<file path="src/hdl/cmhp_pkg.sv">
// shared types and constants for the chunked map header parser
package cmhp_pkg;

   localparam logic [31:0] MAGIC_MPHD = 32'h4D504844;
   localparam logic [31:0] MAGIC_MAIN = 32'h4D41494E;

   localparam int QUEUE_DEPTH = 4;
   localparam int QUEUE_AW    = $clog2(QUEUE_DEPTH);

   localparam int RSP_DATA_W = 48;

   typedef enum logic [1:0] {
      KIND_FLAGS = 2'd0,
      KIND_TILE  = 2'd1,
      KIND_DONE  = 2'd2
   } kind_type;

   typedef enum logic [1:0] {
      CLASS_SKIP = 2'd0,
      CLASS_MPHD = 2'd1,
      CLASS_MAIN = 2'd2
   } chunk_class_type;

   // one queue entry: everything one byte causes
   typedef struct packed {
      logic        prim_valid;
      logic        prim_tile;
      logic [31:0] flags;
      logic [5:0]  tile_x;
      logic [5:0]  tile_y;
      logic        tile_exists;
      logic        done;
      logic        parse_valid;
   } entry_type;

   typedef struct packed {
      logic full;
      logic valid;
   } queue_status_type;

endpackage

</file>
<file path="src/hdl/chunked_map_header_parser.sv">
// top level of the chunked map header parser
//
//  channel | direction | handshake            | payload
//  req     | in        | req_tvalid/tready    | tdata[7:0] data_byte
//  rsp     | out       | rsp_tvalid/tready    | tdata fields, tuser kind, tlast last_result
//  csr     | in        | csr_we               | csr_wdata file_length
//
//  one byte is taken per cycle while the entry queue has room; results pass
//  through the entry queue and the sequencer's output register before rsp
//  a byte that ends the file behind a flags or tile result gives two words,
//  which the sequencer sends one after the other from a single queue entry
//  reset is synchronous and active high; it clears the length and parse state
//  rsp stalls back up into the four-entry queue, then req_tready drops
module chunked_map_header_parser #(
   parameter int GRID_SIDE = 64
) (
   input  logic        clock,
   input  logic        reset,
   // configuration: file length in bytes, also restarts the parse
   input  logic        csr_we,
   input  logic [31:0] csr_wdata,
   // input words
   input  logic        req_tvalid,
   output logic        req_tready,
   input  logic [7:0]  req_tdata,    // [7:0] data_byte
   // result words
   output logic        rsp_tvalid,
   input  logic        rsp_tready,
   output logic [47:0] rsp_tdata,    // [31:0] flags_value, [32] big_alpha, [38:33] tile_x,
                                     // [44:39] tile_y, [45] tile_exists, [46] parse_valid
   output logic [1:0]  rsp_tuser,    // [1:0] kind
   output logic        rsp_tlast     // last_result
);

   cmhp_pkg::entry_type        front_entry;
   cmhp_pkg::entry_type        head_entry;
   cmhp_pkg::queue_status_type q_status;
   logic accept, push, pop;

   // byte taken only while the queue can hold whatever it causes
   assign req_tready = !q_status.full;
   assign accept     = req_tvalid && req_tready;

   cmhp_front #(
      .GRID_SIDE (GRID_SIDE)
   ) u_front (
      .clock     (clock),
      .reset     (reset),
      .csr_we    (csr_we),
      .csr_wdata (csr_wdata),
      .accept    (accept),
      .data_byte (req_tdata),
      .push      (push),
      .entry     (front_entry)
   );

   cmhp_queue u_queue (
      .clock      (clock),
      .reset      (reset),
      .push       (push),
      .push_entry (front_entry),
      .pop        (pop),
      .head_entry (head_entry),
      .status     (q_status)
   );

   cmhp_back u_back (
      .clock      (clock),
      .reset      (reset),
      .q_valid    (q_status.valid),
      .q_entry    (head_entry),
      .q_pop      (pop),
      .rsp_tvalid (rsp_tvalid),
      .rsp_tready (rsp_tready),
      .rsp_tdata  (rsp_tdata),
      .rsp_tuser  (rsp_tuser),
      .rsp_tlast  (rsp_tlast)
   );

endmodule

</file>
<file path="src/hdl/cmhp_front.sv">
// front end: takes file bytes, walks chunk headers and builds result entries
module cmhp_front #(
   parameter int GRID_SIDE = 64
) (
   input  logic                clock,
   input  logic                reset,
   input  logic                csr_we,
   input  logic [31:0]         csr_wdata,
   input  logic                accept,
   input  logic [7:0]          data_byte,
   output logic                push,
   output cmhp_pkg::entry_type entry
);

   localparam int XW = (GRID_SIDE > 1) ? $clog2(GRID_SIDE) : 1;
   localparam int YW = $clog2(GRID_SIDE + 1);
   localparam logic [31:0] TABLE_BYTES = 32'(GRID_SIDE * GRID_SIDE * 8);
   localparam logic [XW-1:0] X_LAST = XW'(GRID_SIDE - 1);
   localparam logic [YW-1:0] Y_END  = YW'(GRID_SIDE);

   logic [31:0] file_length_ff, file_length_in;
   logic [31:0] left_ff, left_in;
   logic [3:0]  hcount_ff, hcount_in;
   logic [31:0] magic_ff, magic_in;
   logic [31:0] size_ff, size_in;
   logic [31:0] offset_ff, offset_in;
   cmhp_pkg::chunk_class_type class_ff, class_in;
   logic        stopped_ff, stopped_in;
   logic [31:0] flags_ff, flags_in;
   logic [XW-1:0] tx_ff, tx_in;
   logic [YW-1:0] ty_ff, ty_in;

   logic [31:0] size_full;

   always_comb begin
      file_length_in = file_length_ff;
      left_in        = left_ff;
      hcount_in      = hcount_ff;
      magic_in       = magic_ff;
      size_in        = size_ff;
      offset_in      = offset_ff;
      class_in       = class_ff;
      stopped_in     = stopped_ff;
      flags_in       = flags_ff;
      tx_in          = tx_ff;
      ty_in          = ty_ff;
      entry          = '0;
      size_full      = {data_byte, size_ff[23:0]};

      if (csr_we) begin
         file_length_in = csr_wdata;
         left_in        = csr_wdata - 32'd1;
         hcount_in      = '0;
         magic_in       = '0;
         size_in        = '0;
         offset_in      = '0;
         class_in       = cmhp_pkg::CLASS_SKIP;
         stopped_in     = 1'b0;
         flags_in       = '0;
         tx_in          = '0;
         ty_in          = '0;
      end else if (accept && file_length_ff != 32'd0) begin
         if (!stopped_ff) begin
            if (!hcount_ff[3]) begin
               // header bytes
               if (!hcount_ff[2]) begin
                  magic_in[8*hcount_ff[1:0] +: 8] = data_byte;
               end else begin
                  size_in[8*hcount_ff[1:0] +: 8] = data_byte;
               end
               hcount_in = hcount_ff + 4'd1;
               if (hcount_ff == 4'd7) begin
                  if (size_full > left_ff) begin
                     stopped_in = 1'b1;
                  end else begin
                     offset_in = '0;
                     tx_in     = '0;
                     ty_in     = '0;
                     if (magic_ff == cmhp_pkg::MAGIC_MPHD && size_full >= 32'd4) begin
                        class_in = cmhp_pkg::CLASS_MPHD;
                     end else if (magic_ff == cmhp_pkg::MAGIC_MAIN
                                  && size_full >= TABLE_BYTES) begin
                        class_in = cmhp_pkg::CLASS_MAIN;
                     end else begin
                        class_in = cmhp_pkg::CLASS_SKIP;
                     end
                     if (size_full == 32'd0) begin
                        hcount_in = '0;
                        magic_in  = '0;
                     end
                  end
               end
            end else begin
               // body bytes
               if (class_ff == cmhp_pkg::CLASS_MPHD && offset_ff < 32'd4) begin
                  flags_in[8*offset_ff[1:0] +: 8] = data_byte;
                  if (offset_ff[1:0] == 2'd3) begin
                     entry.prim_valid = 1'b1;
                     entry.prim_tile  = 1'b0;
                  end
               end else if (class_ff == cmhp_pkg::CLASS_MAIN && offset_ff[2:0] == 3'd0
                            && ty_ff < Y_END) begin
                  entry.prim_valid  = 1'b1;
                  entry.prim_tile   = 1'b1;
                  entry.tile_x      = 6'(tx_ff);
                  entry.tile_y      = 6'(ty_ff);
                  entry.tile_exists = data_byte[0];
                  if (tx_ff == X_LAST) begin
                     tx_in = '0;
                     ty_in = ty_ff + YW'(1);
                  end else begin
                     tx_in = tx_ff + XW'(1);
                  end
               end
               if ({1'b0, offset_ff} + 33'd1 == {1'b0, size_ff}) begin
                  hcount_in = '0;
                  magic_in  = '0;
                  size_in   = '0;
                  offset_in = '0;
                  class_in  = cmhp_pkg::CLASS_SKIP;
               end else begin
                  offset_in = offset_ff + 32'd1;
               end
            end
         end

         // done and flags words report the flags after this byte's update
         entry.flags = flags_in;

         if (left_ff == 32'd0) begin
            entry.done        = 1'b1;
            entry.parse_valid = (file_length_ff >= 32'd8);
            left_in    = file_length_ff - 32'd1;
            hcount_in  = '0;
            magic_in   = '0;
            size_in    = '0;
            offset_in  = '0;
            class_in   = cmhp_pkg::CLASS_SKIP;
            stopped_in = 1'b0;
            flags_in   = '0;
            tx_in      = '0;
            ty_in      = '0;
         end else begin
            left_in = left_ff - 32'd1;
         end
      end
   end

   assign push = accept && file_length_ff != 32'd0 && !csr_we
                 && (entry.prim_valid || entry.done);

   always_ff @(posedge clock) begin
      if (reset) begin
         file_length_ff <= '0;
         left_ff        <= '1;
         hcount_ff      <= '0;
         magic_ff       <= '0;
         size_ff        <= '0;
         offset_ff      <= '0;
         class_ff       <= cmhp_pkg::CLASS_SKIP;
         stopped_ff     <= 1'b0;
         flags_ff       <= '0;
         tx_ff          <= '0;
         ty_ff          <= '0;
      end else begin
         file_length_ff <= file_length_in;
         left_ff        <= left_in;
         hcount_ff      <= hcount_in;
         magic_ff       <= magic_in;
         size_ff        <= size_in;
         offset_ff      <= offset_in;
         class_ff       <= class_in;
         stopped_ff     <= stopped_in;
         flags_ff       <= flags_in;
         tx_ff          <= tx_in;
         ty_ff          <= ty_in;
      end
   end

endmodule

</file>
<file path="src/hdl/cmhp_queue.sv">
// short entry queue between the byte walker and the result sequencer
module cmhp_queue (
   input  logic                       clock,
   input  logic                       reset,
   input  logic                       push,
   input  cmhp_pkg::entry_type        push_entry,
   input  logic                       pop,
   output cmhp_pkg::entry_type        head_entry,
   output cmhp_pkg::queue_status_type status
);

   cmhp_pkg::entry_type slot_ff [cmhp_pkg::QUEUE_DEPTH];
   logic [cmhp_pkg::QUEUE_AW-1:0] wr_ptr_ff, wr_ptr_in;
   logic [cmhp_pkg::QUEUE_AW-1:0] rd_ptr_ff, rd_ptr_in;
   logic [cmhp_pkg::QUEUE_AW:0]   count_ff, count_in;
   logic do_pop;

   assign status.full  = (count_ff == (cmhp_pkg::QUEUE_AW + 1)'(cmhp_pkg::QUEUE_DEPTH));
   assign status.valid = (count_ff != '0);
   assign head_entry   = slot_ff[rd_ptr_ff];
   assign do_pop       = pop && status.valid;

   always_comb begin
      wr_ptr_in = push   ? wr_ptr_ff + 1'b1 : wr_ptr_ff;
      rd_ptr_in = do_pop ? rd_ptr_ff + 1'b1 : rd_ptr_ff;
      count_in  = count_ff + (cmhp_pkg::QUEUE_AW + 1)'(push)
                  - (cmhp_pkg::QUEUE_AW + 1)'(do_pop);
   end

   always_ff @(posedge clock) begin
      if (push) begin
         slot_ff[wr_ptr_ff] <= push_entry;
      end
   end

   always_ff @(posedge clock) begin
      if (reset) begin
         wr_ptr_ff <= '0;
         rd_ptr_ff <= '0;
         count_ff  <= '0;
      end else begin
         wr_ptr_ff <= wr_ptr_in;
         rd_ptr_ff <= rd_ptr_in;
         count_ff  <= count_in;
      end
   end

endmodule

</file>
<file path="src/hdl/cmhp_back.sv">
// back end: turns queue entries into one or two result words
module cmhp_back (
   input  logic                                clock,
   input  logic                                reset,
   input  logic                                q_valid,
   input  cmhp_pkg::entry_type                 q_entry,
   output logic                                q_pop,
   output logic                                rsp_tvalid,
   input  logic                                rsp_tready,
   output logic [cmhp_pkg::RSP_DATA_W-1:0]     rsp_tdata,
   output logic [1:0]                          rsp_tuser,
   output logic                                rsp_tlast
);

   cmhp_pkg::entry_type ent_ff, ent_in;
   logic valid_ff, valid_in;
   logic second_ff, second_in;
   logic show_prim, final_word, take, load;
   logic [31:0] flags;
   logic        big_alpha;

   assign show_prim  = ent_ff.prim_valid && !second_ff;
   assign final_word = !(show_prim && ent_ff.done);
   assign take       = valid_ff && rsp_tready;
   assign load       = !valid_ff || (take && final_word);
   assign q_pop      = load && q_valid;

   always_comb begin
      if (show_prim && ent_ff.prim_tile) begin
         rsp_tuser = cmhp_pkg::KIND_TILE;
         flags     = '0;
         big_alpha = 1'b0;
         rsp_tdata = {1'b0, 1'b0, ent_ff.tile_exists, ent_ff.tile_y, ent_ff.tile_x,
                      big_alpha, flags};
      end else if (show_prim) begin
         rsp_tuser = cmhp_pkg::KIND_FLAGS;
         flags     = ent_ff.flags;
         big_alpha = ent_ff.flags[2];
         rsp_tdata = {1'b0, 1'b0, 1'b0, 6'd0, 6'd0, big_alpha, flags};
      end else begin
         rsp_tuser = cmhp_pkg::KIND_DONE;
         flags     = ent_ff.flags;
         big_alpha = ent_ff.flags[2];
         rsp_tdata = {1'b0, ent_ff.parse_valid, 1'b0, 6'd0, 6'd0, big_alpha, flags};
      end
      rsp_tlast  = final_word;
      rsp_tvalid = valid_ff;
   end

   always_comb begin
      ent_in    = ent_ff;
      valid_in  = valid_ff;
      second_in = second_ff;
      if (take && !final_word) begin
         second_in = 1'b1;
      end
      if (load) begin
         valid_in  = q_valid;
         ent_in    = q_entry;
         second_in = 1'b0;
      end
   end

   always_ff @(posedge clock) begin
      ent_ff <= ent_in;
   end

   always_ff @(posedge clock) begin
      if (reset) begin
         valid_ff  <= 1'b0;
         second_ff <= 1'b0;
      end else begin
         valid_ff  <= valid_in;
         second_ff <= second_in;
      end
   end

endmodule

</file>
<file path="config.mk">
export PLATFORM = sky130hd
export DESIGN_NAME = chunked_map_header_parser
export DESIGN_NICKNAME = d
export VERILOG_FILES = /design/src/hdl/cmhp_pkg.sv /design/src/hdl/chunked_map_header_parser.sv /design/src/hdl/cmhp_front.sv /design/src/hdl/cmhp_queue.sv /design/src/hdl/cmhp_back.sv
export SDC_FILE = /design/constraint.sdc
export NUM_CORES = 1
export LEC_CHECK = 0
export ABC_CLOCK_PERIOD_IN_PS = 11000
export BUFFER_PORTS_ARGS = -buffer_cell sky130_fd_sc_hd__buf_2
export CAP_MARGIN = 0
export CELL_PAD_IN_SITES_DETAIL_PLACEMENT = 2
export CELL_PAD_IN_SITES_GLOBAL_PLACEMENT = 2
export CORE_MARGIN = 1
export CORE_UTILIZATION = 39
export DETAILED_ROUTE_END_ITERATION = 12
export GPL_ROUTABILITY_DRIVEN = 0
export PLACE_DENSITY = 0.75
export SLEW_MARGIN = 20
export SYNTH_ARGS = -nofsm -noshare
export SYNTH_HDL_FRONTEND = slang
export SYNTH_SLANG_ARGS = --single-unit
</file>
<file path="constraint.sdc">
create_clock -name clock -period 11 [get_ports clock]
set_input_delay 0 -clock clock [delete_from_list [all_inputs] [get_ports clock]]
set_output_delay 0 -clock clock [all_outputs]
set_load 0.03 [all_outputs]
</file>
### After elaboration in Yosys (flattened, before gate mapping)

Memories as Yosys holds them, arrays and structs flattened. A register that Yosys moved wholly into a read port is not among the register bits.
Cells that the tools add are included.

| cells by class | value |
|---|---|
| reductions and logical operators | 41 |
| eq/ne operators | 15 |
| multipliers | 0 |
| bitwise operators | 0 |
| multiplexer cells | 82 |
| magnitude comparators | 6 |
| divide/modulo/power cells | 0 |
| add/subtract/negate cells | 14 |
| shifts and indexed selects | 4 |

Operators with widths:

| kind | number |
|---|---|
| $mux W32 | 25 |
| $mux W49 | 2 |
| $bwmux W32 | 3 |
| $sub A32 B1 Y32 const B | 3 |
| $mux W47 | 2 |
| $neg A5 Y34 | 2 |
| $shift A8 B34 Y32 const A | 2 |
| $shiftx A8 B34 Y32 | 2 |
| $eq A32 B31 Y1 const B | 2 |
| $logic_not A32 Y1 | 2 |
| $mux W7 | 8 |
| $mux W13 | 4 |
| $mux W6 | 8 |
| $add A32 B1 Y33 const B | 1 |
| $eq A33 B32 Y1 | 1 |
| $add A32 B1 Y32 const B | 1 |
| $ge A32 B16 Y1 const B | 1 |
| $ge A32 B3 Y1 const B | 1 |
| $ge A32 B4 Y1 const B | 1 |
| $gt A32 B32 Y1 | 1 |
| $lt A32 B3 Y1 const B | 1 |
| $mux W2 | 16 |
| $reduce_bool A32 Y1 | 1 |
| $mux W4 | 7 |
| other kinds (29) | 65 |

| storage, ports and cells | value |
|---|---|
| memories kept | 1 |
| memory bits (read-only) | 0 |
| bits in latches | 0 |
| RAM bits | 196 |
| input port bits | 45 |
| flip-flop bits (word level) | 221 |

Memories:

| memory | depth | width | rd ports | clocked after Yosys merged registers in | write ports | line | source |
|---|---|---|---|---|---|---|---|
| u_queue.slot_ff | 4 | 49 | 1 | 1 | 1 | cmhp_queue.sv:12 | `cmhp_pkg::entry_type slot_ff [cmhp_pkg::QUEUE_DEPTH];` |

### Depth between registers and ports, before layout

Gate-level depths: netlist of the first run.

| depth | value |
|---|---|
| depth after elaboration | 13 |
| depth in mapped cells | 16 |
| mapped depth without buffers | 13 |

### By module

From an unflattened synthesis of the first run, not the netlist that was laid out.

| unflattened totals | value |
|---|---|
| cell total of the unflattened synthesis | 2074 |
| area total of the unflattened synthesis | 22275.1 um^2 |

By module, submodules not included:

| module | seq. area each (um^2) | instances | area each (um^2) | cells each |
|---|---|---|---|---|
| cmhp_front | 4244.1 | 1 | 12747.2 | 1650 |
| cmhp_queue | 6065.8 | 1 | 7568.5 | 302 |
| cmhp_back | 1511.4 | 1 | 1949.4 | 120 |
| chunked_map_header_parser | 0.0 | 1 | 10.0 | 2 |

### Least setup slack after synthesis of the first run

OpenSTA, ideal clock, no wires.

| timing | value |
|---|---|
| path kind | register to register |
| start | reg u_queue.count_ff[1] in the netlist's numbering |
| end | mem u_queue.slot_ff[0][0] in the netlist's numbering (enable) |
| path slack | 7165 ps |
| cell stages (with the launch flop) | 12 |
| data arrival time | 3423 ps |
| clock period less this slack | 3835 ps |
| cells stage by stage | dfxtp_1 > or3b_1 > and2_1 > o31a_1 > clkbuf_1 > nand2b_1 > clkbuf_1 > nor2b_1 > nor2b_1 > or2_1 > clkbuf_1 > and2_1 |

RTL lines:

| item | line | source |
|---|---|---|
| start, declared | cmhp_queue.sv:15 | `logic [cmhp_pkg::QUEUE_AW:0] count_ff, count_in;` |
| start signal, assigned | cmhp_queue.sv:44 | `count_ff <= count_in;` |
| end, declared | cmhp_queue.sv:12 |  |

==> results of run 1 <==
## state kept, by name, summed over array words and instances (netlist names), 2 cells and up
register / flops
u_front.ty_ff: 7
u_front.hcount_ff: 4
u_front.class_ff: 2
u_front.tx_ff: 6
u_front.flags_ff: 32
u_front.left_ff: 32
u_queue.rd_ptr_ff: 2
u_front.magic_ff: 32
u_queue.slot_ff: 196
u_queue.count_ff: 3
u_front.offset_ff: 32
u_front.file_length_ff: 32
u_back.ent_ff: 49
u_queue.wr_ptr_ff: 2
u_front.size_ff: 32
## cells in the final DEF (no fill, tap or decap), types with 16 or more instances in the layout
| cell | n |
|---|---|
| a21oi_1 | 120 |
| a22oi_1 | 34 |
| a31oi_1 | 32 |
| a32o_1 | 33 |
| and2_1 | 47 |
| and3_1 | 58 |
| buf_2 | 95 |
| buf_4 | 27 |
| clkbuf_1 | 17 |
| clkbuf_16 | 53 |
| dfxtp_1 | 219 |
| dlygate4sd3_1 | 62 |
| edfxtp_1 | 245 |
| ha_1 | 53 |
| inv_1 | 52 |
| mux4_2 | 49 |
| nand2_1 | 231 |
| nand2b_1 | 37 |
| nand3_1 | 80 |
| nand4_1 | 43 |
| nor2_1 | 142 |
| nor3_1 | 38 |
| nor4_1 | 55 |
| o21a_1 | 16 |
| o21ai_0 | 42 |
| o21ai_1 | 59 |
| xnor2_1 | 47 |
| xor2_1 | 25 |
## timing repair
action,CTS,global route
resized for setup,0,0
hold endpoints to repair,105,0
hold buffers,62,0
## layer usage
layer	global-route usage, %	routed length, um	up-vias
li1	-	-	7901
met1	31.9	31400	8969
met2	45.3	37400	376
met3	3.91	2980	154
met4	9.53	2420	0
met5	0	0	-
## synth_stat cells, types with 42 or more instances
library cell,n
nand3_1,80
a21oi_1,120
mux4_2,49
ha_1,53
o21ai_0,42
xnor2_1,47
clkbuf_1,88
nand4_1,43
nor4_1,55
and2_1,51
o21ai_1,59
inv_1,52
edfxtp_1,245
dfxtp_1,221
nor2_1,144
and3_1,58
nand2_1,232
## stage by stage
stage	std cells	hold WS, ns	power, mW	setup WS, ns
after CTS	2980	0.0136	3.87	6.58
after global routing	2980	0.0361	3.95	6.44
after global placement	2819	0.279	2.04	6.70
after detailed placement	2820	0.284	2.05	6.60
after floorplan	2082	0.147	1.99	7.17
final	2981	0.00992	3.84	6.62
## kinds of logic (layout without fill, tap and decap cells)
family / count (synthesis) / after routing
mux: 64 / 64
compound gates: 393 / 393
fa+ha+maj: 54 / 54
xor+xnor: 72 / 72
other cells: 1 / 2
buf+inv: 192 / 334
flops: 466 / 466
simple gates: 840 / 840
## power by group through the flow
stage	Clock, mW	Combinational, mW	Sequential, mW
2_1_floorplan	0	0.108	1.88
4_1_cts	1.84	0.185	1.85
5_1_grt	1.90	0.203	1.85
3_3_place_gp	0	0.158	1.89
3_5_place_dp	0	0.166	1.89
6_report	1.80	0.186	1.85
## final cells by class
cell class / count / share of cell area, %
Sequential cell: 466 / 46.0
Antenna cell: 1 / 0.00976
Tap cell: 756 / 3.69
Clock inverter: 18 / 0.883
Multi-Input combinational cell: 1424 / 37.7
Timing Repair Buffer: 184 / 5.06
Inverter: 52 / 0.761
Clock buffer: 80 / 5.96
## final timing paths
check	startpoint	end
worst max-delay path	u_queue.count_ff[1]	u_queue.slot_ff[0][47]
worst min-delay path	reset	u_front.file_length_ff[7]
worst max register to register	u_queue.count_ff[1]	u_queue.slot_ff[0][47]
worst min register to register	u_front.magic_ff[25]	u_front.magic_ff[25]
## worst min-delay path: cells and delay by family
family	cells	cell delay, ns
buffers and inverters	2	0.42
and+or+nand+nor	1	0.17
==> out/metrics.yaml, run 1 <==
grt_max_degree: 75
async_flop_share_pct: 0
grt_pass1_wl_um: 114000
grt.overflow.total: 0
dieHeight_um: 241
setup_viol: 0
synth-simple-area-share_pct: 20.2
finalCritPeriodShare_pct: 39.8
max-cap-violations: 0
yosys_warnings: 0
synth.mux.area_fraction_pct: 5.67
grt_usage_pct: 25.8
die-area_um2: 58000
drt-total-wl_um: 74300
firstDrtPassIters: 5
fp.dieW_um: 241
sw_frac_of_total_pct: 23.1
placed_area_um2: 23300
cts_num_sinks: 466
cts_made_buffers: 53
power_density_nw_per_um2: 150
final.fill_count: 5872
cp_slowest_stage_delay_ns: 0.67
synth-compound-area-share_pct: 11.4
worstPathRequired_ns: 11.24
p_clk_share_pct: 46.9
antenna_found_initial: 2
synth_seq_area_share_pct: 53.0
hp-class: "in2reg"
p_leak_nw: 8.44
cts_root_buffer: "clkbuf_16"
cp.arrival_ns: 4.62
start_util_pct: 39.4
r2r_slack_ns: 6.62
synth_top_family_by_area: "simple AND/OR/NAND/NOR gates"
syn_nets: 2181
ys_seq_elements: 466
fin_util_pct: 45.5
io_pins: 98
max_slew_margin_pct: 29.3
seq_area_um2: 11800
worstSkewPairLatency_ns: 0.62
syn-cell-area_um2: 22200
layout.nets: 2280
area_growth_pct: 15.3
syn_area_per_cell_um2: 10.7
crit_type: "reg2reg"
holdPathStages: 3
cts_setup_buffers: 0
ys.flop_type: "edfxtp_1"
core_area_um2: 56400
cp_slowest_cell: "nor2b_1"
synth_largest_area_cell: "edfxtp_1"
cts_max_level: 2
tns_ns: 0
worst_pin_slew_ns: 1.06
drt_iter0_markers: 957
rows: 87
routedWlPerCell_um: 24.9
netlist.area_leader.share_pct: 33.1
hpwl_um: 48800
power_switching_mw: 0.884
grt_pass1_vias: 19005
ir_drop_uv: 106
drive_gt1_share_pct: 14.0
path_buf_inv: 2
max_freq_ghz: 0.228
synth_cells: 2082
multi_input_area_um2: 9660
finClkSkew_ns: 0.0206
path_clk_slew_ns: 0.06
reg2reg_depth: 10
path_delay_family: "simple AND/OR/NAND/NOR gates"
crit_cells: 10
detail-route-antenna-nets: 0
hold_viol: 0
num_vias: 17400
cts_tree: "built"
cts_buffer_depth: 3
via_per_inst: 5.84
p_int_mw: 2.95
synth_fa_ha_area_share_pct: 3.07
crit_chain: "or3b_1 > and2_1 > o31a_1 > nand2b_1 > buf_4 > nor2b_1 > nor2b_1 > or2_1 > and2_2 > buf_4"
start_kind: "flop"
drv_slew: 0
status: "finished, final reports clean"
remaining_drc_errors: 0
power_frac_comb_pct: 4.9
seqPwrFrac_pct: 48.2
fin_crit_ns: 4.38
rsz0062_at_grt: "no"
design_area_um2: 25600
ys_types: 88
end_kind: "flop"
synth_area_leaders: "edfxtp_1 (33%), dfxtp_1 (20%), mux4_2 (5.0%), nand2_1 (3.9%), ha_1 (3.0%)"
cp_max_fo: 49
synth_edf_count: 245
synth_xor_area_share_pct: 2.84
io_buffers: 96
Power figures use the tool's default switching activity.
==> inputs of run 2 (changes only) <==
--- a/config.mk
+++ b/config.mk
@@ -5,16 +5,16 @@
 export SDC_FILE = /design/constraint.sdc
 export NUM_CORES = 1
 export LEC_CHECK = 0
-export ABC_CLOCK_PERIOD_IN_PS = 11000
+export ABC_CLOCK_PERIOD_IN_PS = 3500
 export BUFFER_PORTS_ARGS = -buffer_cell sky130_fd_sc_hd__buf_2
 export CAP_MARGIN = 0
 export CELL_PAD_IN_SITES_DETAIL_PLACEMENT = 2
 export CELL_PAD_IN_SITES_GLOBAL_PLACEMENT = 2
 export CORE_MARGIN = 1
-export CORE_UTILIZATION = 39
+export CORE_UTILIZATION = 37
 export DETAILED_ROUTE_END_ITERATION = 12
 export GPL_ROUTABILITY_DRIVEN = 0
-export PLACE_DENSITY = 0.75
+export PLACE_DENSITY = 0.74
 export SLEW_MARGIN = 20
 export SYNTH_ARGS = -nofsm -noshare
 export SYNTH_HDL_FRONTEND = slang
==> constraint.sdc (replaced) <==
create_clock -name clock -period 3.5 [get_ports clock]
set_input_delay 0 -clock clock [delete_from_list [all_inputs] [get_ports clock]]
set_output_delay 0 -clock clock [all_outputs]
set_load 0.03 [all_outputs]
==> run 2 against run 1 <==
Net effect: the flow now finishes with violations (design-rule violations); hold slack gained 0.011 ns; final cell count grew 4.7%; count of clock-buffer cells in the layout shrank 7; power grew to 3.1 times the previous value; critical path type unchanged; largest cell class unchanged; largest power group unchanged; highest routed layer is now met5.
==> out/metrics.yaml, run 2 (same netlist as run 1, synthesis figures left out) <==
cts_root_buffer: "clkbuf_16"  # unchanged
grt_max_degree: 75  # unchanged
antenna_found_initial: 2  # unchanged
status: "finished, violations left"  # was finished, final reports clean
cts_max_level: 2  # unchanged
area_growth_pct: 20.0  # was 15.3%
layout.nets: 2402  # was 2280
io_buffers: 96  # unchanged
dieHeight_um: 247  # was 241 um
tns_ns: 0  # unchanged
hp-class: "in2reg"  # unchanged
drt_iter0_markers: 932  # was 957
final_cell_mix: "edfxtp_1 (245), nand2_1 (231), dfxtp_1 (215)"  # was edfxtp_1 (245), nand2_1 (231), dfxtp_1 (219)
die-area_um2: 61100  # was 58000 um2
drv_slew: 0  # unchanged
fin_crit_ns: 3.37  # was 4.38 ns
rows: 89  # was 87
cts_buffer_depth: 3  # unchanged
whs_endpoint: "u_front.file_length_ff[17]"  # was u_front.file_length_ff[7]
regMostFlops: "u_queue.slot_ff"  # unchanged
start_kind: "flop"  # unchanged
drive_gt1_share_pct: 19.1  # was 14.0%
fp.dieW_um: 247  # was 241 um
max-cap-violations: 0  # unchanged
regToRegStartpoint: "u_front.offset_ff[10]"  # was u_queue.count_ff[1]
reg_top3: "u_queue.slot_ff x196, u_back.ent_ff x49"  # unchanged
final_common_cell: "edfxtp_1"  # unchanged
ir_drop_uv: 369  # was 106 uV
crit_chain: "nand4_4 > buf_4 > nor4_2 > nand4_1 > nor4b_1 > nor4_1 > o2111a_2 > a31o_4 > a21oi_4 > buf_12 > a32o_1"  # was or3b_1 > and2_1 > o31a_1 > nand2b_1 > buf_4 > nor2b_1 > nor2b_1 > or2_1 > and2_2 > buf_4
final.fill_count: 6141  # was 5872
p_total_mw: 12.0  # was 3.84 mW
setup_viol: 0  # unchanged
p_leak_nw: 9.15  # was 8.44 nW
core_area_um2: 59200  # was 56400 um2
grt_pass1_wl_um: 119000  # was 114000 um
r2r_slack_ns: 0.13  # was 6.62 ns
firstDrtPassIters: 9  # was 5
finClkSkew_ns: 0.0202  # was 0.0206 ns
start_util_pct: 37.5  # was 39.4%
cp_slowest_stage_delay_ns: 0.49  # was 0.67 ns
via_per_inst: 5.78  # was 5.84
multi_input_area_um2: 9690  # was 9660 um2
cts_tree: "built"  # unchanged
remaining_drc_errors: 10  # was 0
finalWorstSetupSlack_ns: 0.129  # was 6.62 ns
grt_pass1_vias: 19631  # was 19005
min_from: "csr_we"  # was reset
cts_made_buffers: 52  # was 53
max_freq_ghz: 0.297  # was 0.228 GHz
drt-total-wl_um: 78400  # was 74300 um
rr_endpoint: "u_front.size_ff[22]"  # was u_queue.slot_ff[0][47]
reg2reg_depth: 11  # was 10
violations: "design-rule violations"
diodes: 0  # was 1
crit_type: "reg2reg"  # unchanged
cp.arrival_ns: 3.86  # was 4.62 ns
worstPathRequired_ns: 3.99  # was 11.24 ns
dp_slack_ns: -0.114  # was 6.60 ns
worst_pin_slew_ns: 1.13  # was 1.06 ns
routedWlPerCell_um: 25.1  # was 24.9 um
power_density_nw_per_um2: 448  # was 150 nW/um2
io_pins: 98  # unchanged
grt_usage_pct: 25.6  # was 25.8%
seq_area_um2: 11800  # about the same
detail-route-antenna-nets: 0  # unchanged
fin_util_pct: 45.1  # was 45.5%
worstSkewPairLatency_ns: 0.62  # about the same
path_clk_slew_ns: 0.06  # about the same
finalCritPeriodShare_pct: 96.3  # was 39.8%
cts_num_sinks: 466  # unchanged
num_vias: 18018  # was 17400
holdPathStages: 3  # unchanged
end_kind: "flop"  # unchanged
max_slew_margin_pct: 24.1  # was 29.3%
hold_viol: 0  # unchanged
cp_slowest_cell: "nor4_2"  # was nor2b_1
grt.overflow.total: 0  # unchanged
largest_reg_flops: 196  # unchanged
hpwl_um: 56000  # was 48800 um
cp_max_fo: 32  # was 49
## run 2: worst max-delay path, delay by kind of cell, from the launching register on
kind            cells  cell delay, ns
buf+inv             2            0.40
simple gates        5            1.37
compound gates      4            0.97
flops               1            0.48
## run 2: per-stage QoR
stage               area [um2]  instances  hold WS, ns
floorplan                22200       2082        0.147
global placement         24300       2962        0.281
detailed placement       24300       2962        0.289
CTS                      26600       3113      0.00904
global route             26700       3120       0.0464
finish                   26700       3120       0.0214
## run 2: worst max path at each step
stage / from / endpoint / slack [ns] / depth (start not counted)
2_1_floorplan: u_queue.count_ff[1] / u_queue.slot_ff[0][0] / 0.19 / 11
3_3_place_gp: u_front.left_ff[31] / u_front.left_ff[31] / -0.03 / 10
3_5_place_dp: u_front.offset_ff[11] / u_front.offset_ff[30] / -0.11 / 11
4_1_cts: u_front.offset_ff[1] / u_front.offset_ff[30] / 0.02 / 11
5_1_grt: u_front.left_ff[31] / u_front.ty_ff[4] / -0.006 / 11
6_report: u_front.offset_ff[10] / u_front.size_ff[22] / 0.13 / 11
## run 2: power by group
group / internal [mW] / switching, mW / leakage, nW
registers: 5.75 / 0.0696 / 3.54
logic: 0.237 / 0.411 / 4.77
clock network: 3.16 / 2.34 / 0.845
total: 9.15 / 2.82 / 9.15
## run 2: cell type report
class                      instances  area share (%)
clock buffer                      73            5.51
tap                              773            3.62
inverter                          52           0.731
clock inverter                    25           0.928
sequential                       466            44.2
timing repair buffer             306            8.70
multi-input combinational       1425            36.3
## run 2: repair_timing
action,in CTS,in global routing
setup endpoints to repair,57,244
pin swaps,3,8
buffers inserted,3,6
hold buffers,50,0
cloned,0,1
gates resized for setup,4,13
hold endpoints to repair,85,0
## run 2: routing by layer
| layer | part of all wire [%] | routed length [um] | up-vias | global-route usage [%] |
|---|---|---|---|---|
| li1 | - | - | 8178 | - |
| met1 | 42 | 32700 | 9303 | 31.0 |
| met2 | 51 | 40200 | 381 | 46.1 |
| met3 | 3.7 | 2940 | 152 | 3.65 |
| met4 | 3.3 | 2560 | 4 | 8.99 |
| met5 | 0.027 | 21 | - | 0 |
